$ cat src/rtl/core/bsd_pkg.sv
// Shared types, constants and the alphabet lookup for the base64 stream decoder.
`timescale 1ns / 1ps
`default_nettype none

package bsd_pkg;

  // Width of the per-message byte counter.
  localparam int unsigned CountBits  = 24;
  // Width of the output byte limit register.
  localparam int unsigned LimitWidth = 24;
  // Width used when comparing the counter against the limit.
  localparam int unsigned CmpWidth   = (CountBits > LimitWidth) ? CountBits : LimitWidth;

  // Group records held between the front and the back end.
  localparam int unsigned QueueDepth = 4;
  localparam int unsigned QueuePtrW  = $clog2(QueueDepth);
  localparam int unsigned QueueCntW  = $clog2(QueueDepth + 1);

  // Character codes of the alphabet boundaries.
  localparam logic [7:0] CharUpperA = 8'h41;
  localparam logic [7:0] CharUpperZ = 8'h5A;
  localparam logic [7:0] CharLowerA = 8'h61;
  localparam logic [7:0] CharLowerZ = 8'h7A;
  localparam logic [7:0] CharDigit0 = 8'h30;
  localparam logic [7:0] CharDigit9 = 8'h39;
  localparam logic [7:0] CharPlus   = 8'h2B;
  localparam logic [7:0] CharSlash  = 8'h2F;

  // One closed group: up to three decoded bytes, first byte in entry 0.
  typedef struct packed {
    logic [2:0][7:0] bytes;
    logic [1:0]      cnt;
    logic            eom;
  } bsd_grp_t;

  // Sextet lookup result.
  typedef struct packed {
    logic       valid;
    logic [5:0] value;
  } bsd_sextet_t;

  // Maps a character onto its 6-bit value; valid is low outside the alphabet.
  function automatic bsd_sextet_t sextet_of(input logic [7:0] c);
    bsd_sextet_t r;
    r = '0;
    case (c) inside
      [CharUpperA:CharUpperZ]: r = '{valid: 1'b1, value: 6'(c - CharUpperA)};
      [CharLowerA:CharLowerZ]: r = '{valid: 1'b1, value: 6'(c - CharLowerA + 8'd26)};
      [CharDigit0:CharDigit9]: r = '{valid: 1'b1, value: 6'(c - CharDigit0 + 8'd52)};
      CharPlus:                r = '{valid: 1'b1, value: 6'd62};
      CharSlash:               r = '{valid: 1'b1, value: 6'd63};
      default:                 r = '0;
    endcase
    return r;
  endfunction

endpackage

`default_nettype wire

$ cat src/rtl/core/bsd_front.sv
// Front end: accepts characters, gathers sextets and closes groups into records.
`timescale 1ns / 1ps
`default_nettype none

module bsd_front
  import bsd_pkg::*;
(
  input  wire logic                  clk_i,
  input  wire logic                  rst_ni,
  input  wire logic                  in_valid_i,
  output logic                       in_ready_o,
  input  wire logic [7:0]            char_code_i,
  input  wire logic                  last_i,
  input  wire logic                  cfg_valid_i,
  input  wire logic [LimitWidth-1:0] cfg_data_i,
  input  wire logic                  q_full_i,
  output logic                       q_push_o,
  output bsd_grp_t                   q_data_o
);

  logic [1:0]            pos_q, pos_d;
  logic [2:0]            sc_q, sc_d;
  logic [23:0]           acc_q, acc_d;
  logic [CountBits-1:0]  be_q, be_d;
  logic [LimitWidth-1:0] limit_q;

  bsd_sextet_t           sx;
  logic                  take;
  logic                  accept;
  logic                  close;
  logic [2:0]            n_upd;
  logic [23:0]           acc_upd;
  logic [23:0]           just;
  logic [1:0]            nb;
  logic [1:0]            m;
  logic [CmpWidth-1:0]   limit_x;
  logic [CmpWidth-1:0]   be_x;
  logic [CmpWidth-1:0]   avail;
  logic [CountBits:0]    be_sum;

  assign in_ready_o = !q_full_i;
  assign accept     = in_valid_i && in_ready_o;

  // Sextet lookup and accumulator update for the incoming character.
  always_comb begin
    sx      = sextet_of(char_code_i);
    take    = sx.valid && (sc_q < 3'd4);
    n_upd   = take ? sc_q + 3'd1 : sc_q;
    acc_upd = take ? {acc_q[17:0], sx.value} : acc_q;
    close   = (pos_q == 2'd3) || last_i;
  end

  // Left-justify the gathered sextets and count the bytes they hold.
  always_comb begin
    case (n_upd)
      3'd4:    just = acc_upd;
      3'd3:    just = {acc_upd[17:0], 6'd0};
      3'd2:    just = {acc_upd[11:0], 12'd0};
      default: just = {acc_upd[5:0], 18'd0};
    endcase
    nb = (n_upd >= 3'd2) ? 2'(n_upd - 3'd1) : 2'd0;
  end

  // Apply the output byte limit to this group.
  always_comb begin
    limit_x = CmpWidth'(limit_q);
    be_x    = CmpWidth'(be_q);
    avail   = (limit_x > be_x) ? limit_x - be_x : '0;
    if (limit_q == '0) begin
      m = nb;
    end else if (avail < CmpWidth'(nb)) begin
      m = avail[1:0];
    end else begin
      m = nb;
    end
    be_sum = {1'b0, be_q} + (CountBits+1)'(m);
  end

  // Record toward the back end.
  always_comb begin
    q_push_o       = accept && close && ((m != 2'd0) || last_i);
    q_data_o.bytes = {just[7:0], just[15:8], just[23:16]};
    q_data_o.cnt   = m;
    q_data_o.eom   = last_i;
  end

  // Next group and message state.
  always_comb begin
    pos_d = pos_q;
    sc_d  = sc_q;
    acc_d = acc_q;
    be_d  = be_q;
    if (accept) begin
      if (close) begin
        pos_d = 2'd0;
        sc_d  = 3'd0;
        acc_d = '0;
      end else begin
        pos_d = pos_q + 2'd1;
        sc_d  = n_upd;
        acc_d = acc_upd;
      end
      if (last_i) begin
        be_d = '0;
      end else if (close) begin
        be_d = be_sum[CountBits] ? {CountBits{1'b1}} : be_sum[CountBits-1:0];
      end
    end
  end

  // State registers and the limit register.
  always_ff @(posedge clk_i or negedge rst_ni) begin
    if (!rst_ni) begin
      pos_q   <= '0;
      sc_q    <= '0;
      acc_q   <= '0;
      be_q    <= '0;
      limit_q <= '0;
    end else begin
      pos_q <= pos_d;
      sc_q  <= sc_d;
      acc_q <= acc_d;
      be_q  <= be_d;
      if (cfg_valid_i) begin
        limit_q <= cfg_data_i;
      end
    end
  end

endmodule

`default_nettype wire

$ cat src/rtl/core/bsd_queue.sv
// Short queue of group records between the front and the back end.
`timescale 1ns / 1ps
`default_nettype none

module bsd_queue
  import bsd_pkg::*;
(
  input  wire logic      clk_i,
  input  wire logic      rst_ni,
  input  wire logic      push_i,
  input  wire bsd_grp_t  push_data_i,
  input  wire logic      pop_i,
  output bsd_grp_t       head_o,
  output logic           not_empty_o,
  output logic           full_o
);

  bsd_grp_t               mem_q [QueueDepth];
  logic [QueuePtrW-1:0]   wr_ptr_q, rd_ptr_q;
  logic [QueueCntW-1:0]   cnt_q;
  logic                   do_push;
  logic                   do_pop;

  assign full_o      = (cnt_q == QueueCntW'(QueueDepth));
  assign not_empty_o = (cnt_q != '0);
  assign head_o      = mem_q[rd_ptr_q];
  assign do_push     = push_i && !full_o;
  assign do_pop      = pop_i && not_empty_o;

  // Pointers and fill count.
  always_ff @(posedge clk_i or negedge rst_ni) begin
    if (!rst_ni) begin
      wr_ptr_q <= '0;
      rd_ptr_q <= '0;
      cnt_q    <= '0;
    end else begin
      if (do_push) begin
        wr_ptr_q <= (wr_ptr_q == QueuePtrW'(QueueDepth - 1)) ? '0 : wr_ptr_q + 1'b1;
      end
      if (do_pop) begin
        rd_ptr_q <= (rd_ptr_q == QueuePtrW'(QueueDepth - 1)) ? '0 : rd_ptr_q + 1'b1;
      end
      if (do_push && !do_pop) begin
        cnt_q <= cnt_q + 1'b1;
      end else if (do_pop && !do_push) begin
        cnt_q <= cnt_q - 1'b1;
      end
    end
  end

  // Record storage.
  always_ff @(posedge clk_i) begin
    if (do_push) begin
      mem_q[wr_ptr_q] <= push_data_i;
    end
  end

endmodule

`default_nettype wire

$ cat src/rtl/core/bsd_back.sv
// Back end: walks each group record and sends its bytes through an output register.
`timescale 1ns / 1ps
`default_nettype none

module bsd_back
  import bsd_pkg::*;
(
  input  wire logic     clk_i,
  input  wire logic     rst_ni,
  input  wire bsd_grp_t head_i,
  input  wire logic     head_valid_i,
  output logic          pop_o,
  output logic          out_valid_o,
  input  wire logic     out_ready_i,
  output logic [7:0]    data_byte_o,
  output logic          byte_valid_o,
  output logic          end_of_message_o
);

  logic [1:0] idx_q, idx_d;
  logic       out_valid_q, out_valid_d;
  logic [7:0] data_q;
  logic       bv_q;
  logic       eom_q;

  logic       load;
  logic       rec_done;
  logic       marker;

  // Pick the next request out of the head record.
  always_comb begin
    marker   = (head_i.cnt == 2'd0);
    rec_done = marker || (idx_q == head_i.cnt - 2'd1);
    load     = head_valid_i && (!out_valid_q || out_ready_i);
    pop_o    = load && rec_done;
    idx_d    = idx_q;
    if (load) begin
      idx_d = rec_done ? 2'd0 : idx_q + 2'd1;
    end
    out_valid_d = out_valid_q;
    if (load) begin
      out_valid_d = 1'b1;
    end else if (out_ready_i) begin
      out_valid_d = 1'b0;
    end
  end

  // Control registers.
  always_ff @(posedge clk_i or negedge rst_ni) begin
    if (!rst_ni) begin
      idx_q       <= '0;
      out_valid_q <= 1'b0;
    end else begin
      idx_q       <= idx_d;
      out_valid_q <= out_valid_d;
    end
  end

  // Output payload register.
  always_ff @(posedge clk_i) begin
    if (load) begin
      data_q <= marker ? 8'd0 : head_i.bytes[idx_q];
      bv_q   <= !marker;
      eom_q  <= head_i.eom && rec_done;
    end
  end

  assign out_valid_o      = out_valid_q;
  assign data_byte_o      = data_q;
  assign byte_valid_o     = bv_q;
  assign end_of_message_o = eom_q;

endmodule

`default_nettype wire

$ cat src/rtl/core/base64_stream_decoder_unit.sv
// Top level of the base64 stream decoder: front end, record queue and back end.
// Takes one character per cycle while the record queue has room.
// A closed group's bytes pass the record queue and then the output register.
// The output register sends one byte per cycle while the receiver is ready.
// Reset clears group state, byte count, limit, queue and output valid.
`timescale 1ns / 1ps
`default_nettype none

module base64_stream_decoder_unit
  import bsd_pkg::*;
(
  input  wire logic                  clk_i,
  input  wire logic                  rst_ni,
  input  wire logic                  in_valid_i,
  output logic                       in_ready_o,
  input  wire logic [7:0]            char_code_i,
  input  wire logic                  last_i,
  output logic                       out_valid_o,
  input  wire logic                  out_ready_i,
  output logic [7:0]                 data_byte_o,
  output logic                       byte_valid_o,
  output logic                       end_of_message_o,
  input  wire logic                  cfg_valid_i,
  output logic                       cfg_ready_o,
  input  wire logic [LimitWidth-1:0] cfg_data_i
);

  bsd_grp_t push_data;
  bsd_grp_t head;
  logic     push;
  logic     pop;
  logic     q_full;
  logic     q_not_empty;

  // The limit register takes a write in any cycle.
  assign cfg_ready_o = 1'b1;

  bsd_front u_front (
    .clk_i       (clk_i),
    .rst_ni      (rst_ni),
    .in_valid_i  (in_valid_i),
    .in_ready_o  (in_ready_o),
    .char_code_i (char_code_i),
    .last_i      (last_i),
    .cfg_valid_i (cfg_valid_i),
    .cfg_data_i  (cfg_data_i),
    .q_full_i    (q_full),
    .q_push_o    (push),
    .q_data_o    (push_data)
  );

  bsd_queue u_queue (
    .clk_i       (clk_i),
    .rst_ni      (rst_ni),
    .push_i      (push),
    .push_data_i (push_data),
    .pop_i       (pop),
    .head_o      (head),
    .not_empty_o (q_not_empty),
    .full_o      (q_full)
  );

  bsd_back u_back (
    .clk_i            (clk_i),
    .rst_ni           (rst_ni),
    .head_i           (head),
    .head_valid_i     (q_not_empty),
    .pop_o            (pop),
    .out_valid_o      (out_valid_o),
    .out_ready_i      (out_ready_i),
    .data_byte_o      (data_byte_o),
    .byte_valid_o     (byte_valid_o),
    .end_of_message_o (end_of_message_o)
  );

endmodule

`default_nettype wire

$ cat config.mk
export PLATFORM = sky130hd
export DESIGN_NAME = base64_stream_decoder_unit
export DESIGN_NICKNAME = d
export VERILOG_FILES = /design/src/rtl/core/bsd_pkg.sv /design/src/rtl/core/bsd_front.sv /design/src/rtl/core/bsd_queue.sv /design/src/rtl/core/bsd_back.sv /design/src/rtl/core/base64_stream_decoder_unit.sv
export SDC_FILE = /design/constraint.sdc
export NUM_CORES = 1
export LEC_CHECK = 0
export ABC_CLOCK_PERIOD_IN_PS = 7100
export BUFFER_PORTS_ARGS = -buffer_cell sky130_fd_sc_hd__buf_2
export CAP_MARGIN = 10
export CORE_MARGIN = 4
export CORE_UTILIZATION = 45
export DETAILED_ROUTE_END_ITERATION = 7
export GPL_ROUTABILITY_DRIVEN = 0
export SYNTH_ARGS = -nofsm -noshare
export SYNTH_HDL_FRONTEND = slang
export SYNTH_HIERARCHICAL = 1
export SYNTH_SLANG_ARGS = --single-unit
$ cat constraint.sdc
create_clock -name clk_i -period 7.1 [get_ports clk_i]
set_input_delay 0.71 -clock clk_i [delete_from_list [all_inputs] [get_ports clk_i]]
set_output_delay 0.71 -clock clk_i [all_outputs]
set_load 0.01 [all_outputs]
Word-level counts from Yosys, hierarchy flattened
Memories as Yosys holds them, arrays and structs flattened.
Cells that the tools add are included.
{"block": "totals", "ff_bits": 97, "latch_bits": 0, "ram_bits": 108, "romBits": 0, "in_bits": 38, "out_inout_bits": 13, "word_cells": 111, "n_memories": 1}
{"block": "op_classes", "add_sub_neg": 16, "n_mul": 0, "div": 0, "order_cmp": 11, "eq_ne": 10, "shift": 0, "mux": 29, "n_bitwise": 0, "reduce_logical": 31}
{"name": "u_queue.mem_q", "depth": 4, "width": 27, "read_ports": 1, "rd_ports_with_merged_regs": 0, "write_ports": 1, "line_no": "bsd_queue.sv:18", "source": "bsd_grp_t mem_q [QueueDepth];"}
{"operator": "$mux 24", "count": 6}
{"operator": "$pmux 24 s3", "count": 1}
{"operator": "$mux 7", "count": 5}
{"operator": "$add 24x2->25", "count": 1}
{"operator": "$gt 24x24->1", "count": 1}
{"operator": "$logic_not 24->1", "count": 1}
{"operator": "$lt 24x2->1", "count": 1}
{"operator": "$sub 24x24->24", "count": 1}
{"operator": "$bmux 8 s2", "count": 1}
{"operator": "$eq 8x6->1 const B", "count": 2}
{"operator": "$ge 8x7->1 const B", "count": 2}
{"operator": "$le 8x7->1 const B", "count": 2}
{"operator": "$logic_and 1x1->1", "count": 14}
{"operator": "$mux 2", "count": 7}
{"operator": "$mux 3", "count": 4}
{"operator": "$sub 6x6->6 const B", "count": 2}
{"operator": "$add 2x1->2 const B", "count": 4}
{"operator": "$ge 8x6->1 const B", "count": 1}
{"operator": "$le 8x6->1 const B", "count": 1}
{"operator": "$mux 8", "count": 1}
{"operator": "$reduce_bool 2->1", "count": 4}
{"operator": "$add 3x1->3 const B", "count": 2}
{"operator": "$add 6x5->6 const B", "count": 1}
{"operator": "$add 6x6->6 const B", "count": 1}
{"operator": "16 further kinds", "count": 31}

Depth between registers and ports, before layout
Gate-level depths: netlist of run 1.
{"block": "depth", "word_depth": 21, "ltp_mapped": 31, "depth_no_buf": 29}

Hierarchy
The synthesis of run 1 kept the hierarchy.
{"mod": "bsd_front", "instances": 1, "cells_per_inst": 776, "area_each_um2": 6287.3, "seq_area_each_um2": 1926.8}
{"mod": "bsd_queue", "instances": 1, "cells_per_inst": 178, "area_each_um2": 4364.2, "seq_area_each_um2": 3418.3}
{"mod": "bsd_back", "instances": 1, "cells_per_inst": 66, "area_each_um2": 735.7, "seq_area_each_um2": 375.4}
{"mod": "base64_stream_decoder_unit", "instances": 1, "cells_per_inst": 2, "area_each_um2": 11.3, "seq_area_each_um2": 0.0}

Least setup slack after synthesis of run 1
OpenSTA, ideal clock, no wires.
{"block": "synth_path", "kind": "input port to flip-flop", "start": "input char_code_i[2]", "end": "register u_front.be_q[7]", "setup_time_ns": 0.083, "t_arrival_ns": 6.490, "required_time_ns": 7.017, "path_slack_ns": 0.527, "path_stages": 29, "path_buffers": 3, "path_cell_list": "buf_2 inv_1 ha_1 nor2b_1 o21ai_0 nand2_1 a31oi_2 mux2i_1 inv_1 ha_1 o31ai_1 ha_1 a311o_1 a21o_1 a21oi_2 mux2i_1 ha_1 fa_1 and3_1 and3_1 and3_1 and3_1 and3_1 clkbuf_1 nand2b_1 nor3_1 buf_2 a21oi_1 o21ai_0"}
{"element": "from (decl)", "line_no": "base64_stream_decoder_unit.sv:16", "source": "input wire logic [7:0] char_code_i,"}
{"element": "to (signal assigned)", "line_no": "bsd_front.sv:117", "source": "be_q <= '0;"}
{"element": "to (signal assigned)", "line_no": "bsd_front.sv:123", "source": "be_q <= be_d;"}
{"element": "to (decl)", "line_no": "bsd_front.sv:24", "source": "logic [CountBits-1:0] be_q, be_d;"}

==> results.json, run 1 <==
{
  "final_cells": 1407,
  "power_frac_comb_pct": 28.4,
  "vias_per_cell": 5.93,
  "leakage_nw": 4.91,
  "path_clk_slew_ps": 60,
  "diodes": 0,
  "drive_above_1_share_pct": 17.1,
  "cts_root_buf": "clkbuf_16",
  "track_usage_pct": 19.3,
  "final.period_utilization_pct": 90.5,
  "setup_slack_ps": 673,
  "syn-cell-area_sq_um": 11400,
  "ys_seq_elements": 205,
  "setup.worst_path.start": "u_front/be_q[7]$_DFFE_PN0P_",
  "insertion_delay_ps": 510,
  "post-place-ws_ps": -48.4,
  "synth_edf_count": 118,
  "syn2layout_area_growth_pct": 11.3,
  "crit_path_frequent_cell": "and3_1",
  "first_pass_iters": 5,
  "io_pins": 51,
  "r2r_slack_ps": 670,
  "crit_fanout": 13,
  "tightest_slew_ps": 954,
  "postSynthCellCount": 1022,
  "wl_per_cell_um": 19.3,
  "p_per_area_nw_per_um2": 302,
  "drv_cap": 0,
  "rsz0062_at_grt": "false",
  "slew_viol_final": 0,
  "initial_core_util_pct": 46.3,
  "ys_warn_count": 6,
  "grt_max_degree": 71,
  "avgSynthCellArea_sq_um": 11.2,
  "pwr-share-clk_pct": 30.0,
  "pwr-share-seq_pct": 41.6,
  "cp_slowest_cell": "ha_1",
  "globalRoute.totalOverflow": 0,
  "htree_num_levels": 1,
  "endpoint": "u_front/be_q[9]$_DFFE_PN0P_",
  "skew_ps": 24.8,
  "io_buffers": 49,
  "seq_area_frac_synth_pct": 50.2,
  "drtIter0Drc": 765,
  "routed_wl_um": 27200,
  "placed_cells": 1364,
  "cp_slowest_stage_delay_ps": 480,
  "period_needed_ps": 6430,
  "cts_tree": "built",
  "finalSetupViolCount": 0,
  "dieWidth_um": 167,
  "fill_cells": 2216,
  "die_area_sq_um": 27900,
  "cts_buffers": 22,
  "rows": 57,
  "antenna_found_initial": 0,
  "reg2regPathDepth": 28,
  "clock_sinks": 205,
  "grt_first_pass_wirelength_um": 44500,
  "worstHoldPathType": "input port to asynchronous set/reset pin",
  "reg2reg_to": "u_front/be_q[9]$_DFFE_PN0P_",
  "syn_nets": 1110,
  "timing.slew.headroom_pct": 36.4,
  "grt_pass1_vias": 8182,
  "fmax_mhz": 156,
  "vdd_ir_drop_max_mv": 0.291,
  "synth_flop_cell": "edfxtp_1",
  "coreArea_sq_um": 24600,
  "crit_path_start_kind": "register",
  "internal_power_w": 0.00264,
  "num_vias": 8345,
  "critPathKind": "register to register",
  "async_reset_ff_share_pct": 42.4,
  "outcome": "completed",
  "die_h_um": 167,
  "worst_setup_path_end_kind": "register",
  "switching_power_w": 0.00119,
  "clockBufferDepth": 3,
  "ys_types": 82,
  "fin_nets": 1155,
  "worstPathRequired_ps": 7500,
  "rr_startpoint": "u_front/be_q[7]$_DFFE_PN0P_",
  "arrival_ps": 6830,
  "sw_frac_of_total_pct": 31.0,
  "hpwl_um": 19400,
  "hold_viol_final": 0,
  "post-route-drc-count": 0,
  "antenna_left": 0
}
-- sequential cells by signal, summed over array words and instances (netlist names) --
name / count
u_queue/mem_q: 108
u_front/acc_q: 24
u_front/be_q: 24
u_front/limit_q: 24
u_back/data_byte_o: 8
u_front/sc_q: 3
u_queue/cnt_q: 3
u_back/idx_q: 2
u_front/pos_q: 2
u_queue/rd_ptr_q: 2
u_queue/wr_ptr_q: 2
u_back/byte_valid_o: 1
u_back/end_of_message_o: 1
u_back/out_valid_o: 1
-- metrics by stage --
stage                     instance area (sq um)  utilization, %  hold WS (ps)  setup TNS [ps]  total power (W)
final                                     12700            51.6          65.4               0          0.00383
after detailed placement                  11900            48.4           473            -242          0.00272
after global routing                      12700            51.6          69.0               0          0.00407
after global placement                    11900            48.4           475               0          0.00270
after floorplan                           11400               -           414               0          0.00243
after CTS                                 12700            51.4          52.1               0          0.00388
-- worst max-delay path: cells and delay by family, from the launching register on --
family | cells | cell delay, ps
AO/OA/AOI/OAI | 8 | 1770
adder cells (fa/ha/maj) | 4 | 1150
buffers and inverters | 4 | 530
flip-flops | 1 | 430
multiplexers | 1 | 260
AND/OR/NAND/NOR | 11 | 2180
-- timing repair --
item                       in CTS  in global routing
resized for setup               0                  2
hold buffers                    0                  0
setup endpoints to repair       0                 14
buffers inserted                0                  3
-- routing by layer --
| metal | global-route usage (%) | vias up | part of all wire (%) |
|---|---|---|---|
| met5 | 0 | - | 0 |
| met4 | 3.78 | 0 | 1.7 |
| met3 | 2.26 | 36 | 5.1 |
| met2 | 30.7 | 249 | 46 |
| met1 | 28.9 | 4110 | 47 |
| li1 | - | 3950 | - |
-- cell usage in the layout, fill, tap and decap left out, types with 7 or more instances in the layout --
master	netlist	layout
nand3_1	18	18
buf_4	7	23
nor4_1	12	12
nand4_1	8	8
mux4_2	26	26
dfrtp_1	87	86
and3_1	13	13
clkbuf_16	0	22
inv_1	60	60
edfxtp_1	118	118
ha_1	47	47
a21oi_1	73	73
xor2_1	8	8
buf_2	12	48
and2_1	8	8
a22o_1	22	22
mux2_2	29	29
mux2i_1	13	13
nor2b_1	9	9
a2bb2oi_1	9	9
o21ai_0	80	80
nor3_1	15	14
nor2_1	63	63
nand2_1	94	94
xnor2_1	7	7
a22oi_1	7	7
nand2b_1	12	12
a31oi_1	11	11
-- worst min path at each step --
stage | start | endpoint | depth (start not counted)
2_1_floorplan | rst_ni | u_back/idx_q[0]$_DFFE_PN0P_ | 0
3_3_place_gp | u_queue/cnt_q[2]$_DFFE_PN0P_ | u_queue/cnt_q[2]$_DFFE_PN0P_ | 1
3_5_place_dp | u_queue/cnt_q[2]$_DFFE_PN0P_ | u_queue/cnt_q[2]$_DFFE_PN0P_ | 1
4_1_cts | rst_ni | u_queue/rd_ptr_q[1]$_DFFE_PN0P_ | 1
5_1_grt | rst_ni | u_back/idx_q[0]$_DFFE_PN0P_ | 1
6_report | rst_ni | u_back/idx_q[0]$_DFFE_PN0P_ | 1
-- final cells by class --
cell class	instances	area, sq um	share of cell area (%)
clock buffer	26	566	4.46
timing repair buffer	71	413	3.25
multi-input combinational	706	5180	40.9
inverter	61	229	1.80
clock inverter	14	169	1.33
tap	324	405	3.20
sequential	205	5720	45.1
-- logic make-up (layout without fill, tap and decap cells) --
group | after synthesis | count (layout) | share of synthesized area [%]
AO/OA/AOI/OAI | 294 | 294 | 17.1
AND/OR/NAND/NOR | 275 | 275 | 11.7
flip-flops | 205 | 205 | 50.2
buffers and inverters | 111 | 172 | 4.49
multiplexers | 71 | 71 | 9.64
adder cells (fa/ha/maj) | 50 | 50 | 5.69
XOR/XNOR | 15 | 15 | 1.15
other | 1 | 1 | 0.0329
-- synth_stat cells (5+ instances only) --
cell	instances	area, sq um
o21a_1	5	37.5
a21o_1	6	45.0
a32oi_1	5	43.8
or3_1	5	31.3
xnor2_1	7	61.3
o21ai_0	80	400
a2bb2oi_1	9	78.8
and2_1	8	50.1
a222oi_1	6	60.1
and3_1	13	81.3
edfxtp_1	118	3540
xor2_1	8	70.1
buf_2	12	60.1
buf_6	5	56.3
dfrtp_1	87	2180
o31ai_1	6	45.0
nor2_1	63	236
a211o_1	5	43.8
nand4_1	8	50.1
ha_1	47	588
a21oi_1	73	365
mux2_2	29	327
mux4_2	26	586
o211ai_1	6	45.0
a22o_1	22	193
a211oi_1	6	45.0
nor4_1	12	75.1
a22oi_1	7	52.6
mux2i_1	13	130
nand3_1	18	90.1
nor2b_1	9	56.3
nand2b_1	12	75.1
inv_1	60	225
a31oi_1	11	68.8
o22ai_1	6	37.5
nor3_1	15	75.1
clkbuf_1	22	82.6
buf_4	7	52.6
nand2_1	94	353
-- power by group through the flow --
stage               clock network, W  logic (W)  registers (W)
floorplan                          0   0.000877        0.00155
global placement                   0    0.00108        0.00162
detailed placement                 0    0.00109        0.00162
CTS                          0.00118    0.00110        0.00160
global route                 0.00123    0.00121        0.00163
finish                       0.00115    0.00109        0.00160
No activity file was read; power rests on OpenSTA's default activity.
==> inputs of run 2 (changes only) <==
Settings changed: CELL_PAD_IN_SITES_DETAIL_PLACEMENT set to 1, CELL_PAD_IN_SITES_GLOBAL_PLACEMENT set to 2, CORE_UTILIZATION 45 to 42, PLACE_DENSITY_LB_ADDON set to 0.1.
==> run 2 against run 1 <==
Critical path depth stayed put; largest cell class unchanged; first-iteration DRC count is 32% lower; clock skew is 16 ps lower; combinational power is 7% higher; die area is 6.8% higher; highest routed layer unchanged; utilization is 4.0 points lower; sequential power is 3% lower; register-to-register slack worse by 50 ps; worst hold slack better by 9.0 ps; critical endpoint unchanged.
==> results.json, run 2 (synthesis results as in run 1) <==
{
  "globalRoute.totalOverflow": 0,
  "hold_viol_final": 0,
  "tns_ps": 0,
  "power_frac_comb_pct": 30.0,
  "wl_per_cell_um": 21.6,
  "grt_max_degree": 65,
  "track_usage_pct": 20.4,
  "htree_num_levels": 1,
  "die_area_sq_um": 29800,
  "crit_path_frequent_cell": "and3_1",
  "outcome": "completed",
  "coreArea_sq_um": 26800,
  "path_clk_slew_ps": 60,
  "cts_tree": "built",
  "rows": 60,
  "drive_above_1_share_pct": 17.5,
  "grt_first_pass_wirelength_um": 49600,
  "die_h_um": 173,
  "initial_core_util_pct": 42.5,
  "vdd_ir_drop_max_mv": 0.164,
  "antenna_left": 0,
  "io_buffers": 49,
  "worstPathRequired_ps": 7520,
  "clock_sinks": 205,
  "dieWidth_um": 173,
  "cts_root_buf": "clkbuf_16",
  "drtIter0Drc": 524,
  "fmax_mhz": 154,
  "post-place-ws_ps": 45.7,
  "final.period_utilization_pct": 91.5,
  "crit_path_start_kind": "input port",
  "worstHoldPathType": "input port to asynchronous set/reset pin",
  "tightest_slew_ps": 942,
  "critPathKind": "input port to register",
  "largest_reg_flops": 108,
  "crit_fanout": 16,
  "syn2layout_area_growth_pct": 11.7,
  "leakage_nw": 4.94,
  "finalSetupViolCount": 0,
  "sw_frac_of_total_pct": 32.5,
  "num_vias": 8321,
  "skew_ps": 9.22,
  "p_per_area_nw_per_um2": 306,
  "hpwl_um": 22700,
  "path_buf_inv": 4,
  "antenna_found_initial": 0,
  "cp_slowest_cell": "o31ai_1",
  "pwr-share-seq_pct": 39.9,
  "whs_ps": 74.4,
  "routed_wl_um": 30800,
  "setup_slack_ps": 606,
  "worst_setup_path_end_kind": "register",
  "pwr-share-clk_pct": 30.1,
  "rsz0062_at_grt": "false",
  "diodes": 0,
  "cp_slowest_stage_delay_ps": 380,
  "insertion_delay_ps": 520,
  "cts_buffers": 24,
  "io_pins": 51,
  "first_pass_iters": 5,
  "vias_per_cell": 5.83,
  "final_cell_mix": "edfxtp_1, nand2_1, dfrtp_1, o21ai_0, a21oi_1",
  "period_needed_ps": 6490,
  "internal_power_w": 0.00263,
  "slew_viol_final": 0,
  "fin_nets": 1158,
  "final_common_cell": "edfxtp_1",
  "postCtsHoldBufs": 0,
  "crit_family": "simple AND/OR/NAND/NOR gates",
  "post-route-drc-count": 0,
  "clockBufferDepth": 3,
  "top_register": "u_queue/mem_q",
  "switching_power_w": 0.00127,
  "grt_pass1_vias": 8618,
  "drv_cap": 0,
  "timing.slew.headroom_pct": 37.1,
  "arrival_ps": 6910
}
-- run 2: what timing repair did --
action                     4_1_cts  5_1_grt
setup endpoints to repair        0       21
setup buffers                    0        0
resized for setup                0        3
-- run 2: cell type report --
cell class	count	area (sq um)
Fill cell	2903	14100
Clock inverter	16	145
Timing Repair Buffer	72	420
Multi-Input combinational cell	706	5180
Tap cell	341	427
Sequential cell	205	5720
Inverter	61	229
Clock buffer	27	612
-- run 2: path summary, 6_finish.rpt --
| path | start | to | slack (ps) | cells after the start |
|---|---|---|---|---|
| max in group asynchronous | rst_ni | u_front/acc_q[23]$_DFFE_PN0P_ | 5810 | 2 |
| max | char_code_i[2] | u_front/be_q[9]$_DFFE_PN0P_ | 610 | 28 |
| max reg2reg | u_front/be_q[7]$_DFFE_PN0P_ | u_front/be_q[9]$_DFFE_PN0P_ | 620 | 28 |
| min | rst_ni | u_back/idx_q[0]$_DFFE_PN0P_ | 70 | 1 |
| min reg2reg | u_queue/cnt_q[2]$_DFFE_PN0P_ | u_queue/cnt_q[2]$_DFFE_PN0P_ | 500 | 1 |
| min in group clk_i | cfg_data_i[1] | u_front/limit_q[1]$_DFFE_PN0P_ | 420 | 2 |
-- run 2: per-stage QoR --
step	area, sq um	power, W	util, %	cells
floorplan	11400	0.00243	-	1022
global placement	12000	0.00273	44.7	1385
detailed placement	12000	0.00276	44.7	1385
CTS	12700	0.00396	47.5	1428
global route	12700	0.00415	47.5	1428
finish	12700	0.00390	47.5	1428
-- run 2: routing by layer --
metal  vias up  global-route usage, %  part of all wire [%]  routed length (um)
li1       3959                      -                     -                   -
met3        30                   2.47                   3.0                 930
met5         -                      0                     0                   0
met4         0                   3.33                   1.5                 460
met2       122                   32.3                    46               14100
met1      4210                   31.0                    50               15300
-- run 2: worst reg2reg max path: cells and delay by family (launching register included) --
kind / cells / cell delay, ps
simple gates: 11 / 2230
compound gates: 8 / 1710
fa+ha+maj: 4 / 1200
buf+inv: 4 / 560
flops: 1 / 430
mux: 1 / 270
-- run 2: power groups by stage --
stage	combinational, W	clock [W]	sequential [W]
finish	0.00117	0.00118	0.00155
detailed placement	0.00118	0	0.00158
global route	0.00130	0.00127	0.00157
floorplan	0.000877	0	0.00155
global placement	0.00116	0	0.00157
CTS	0.00119	0.00121	0.00156
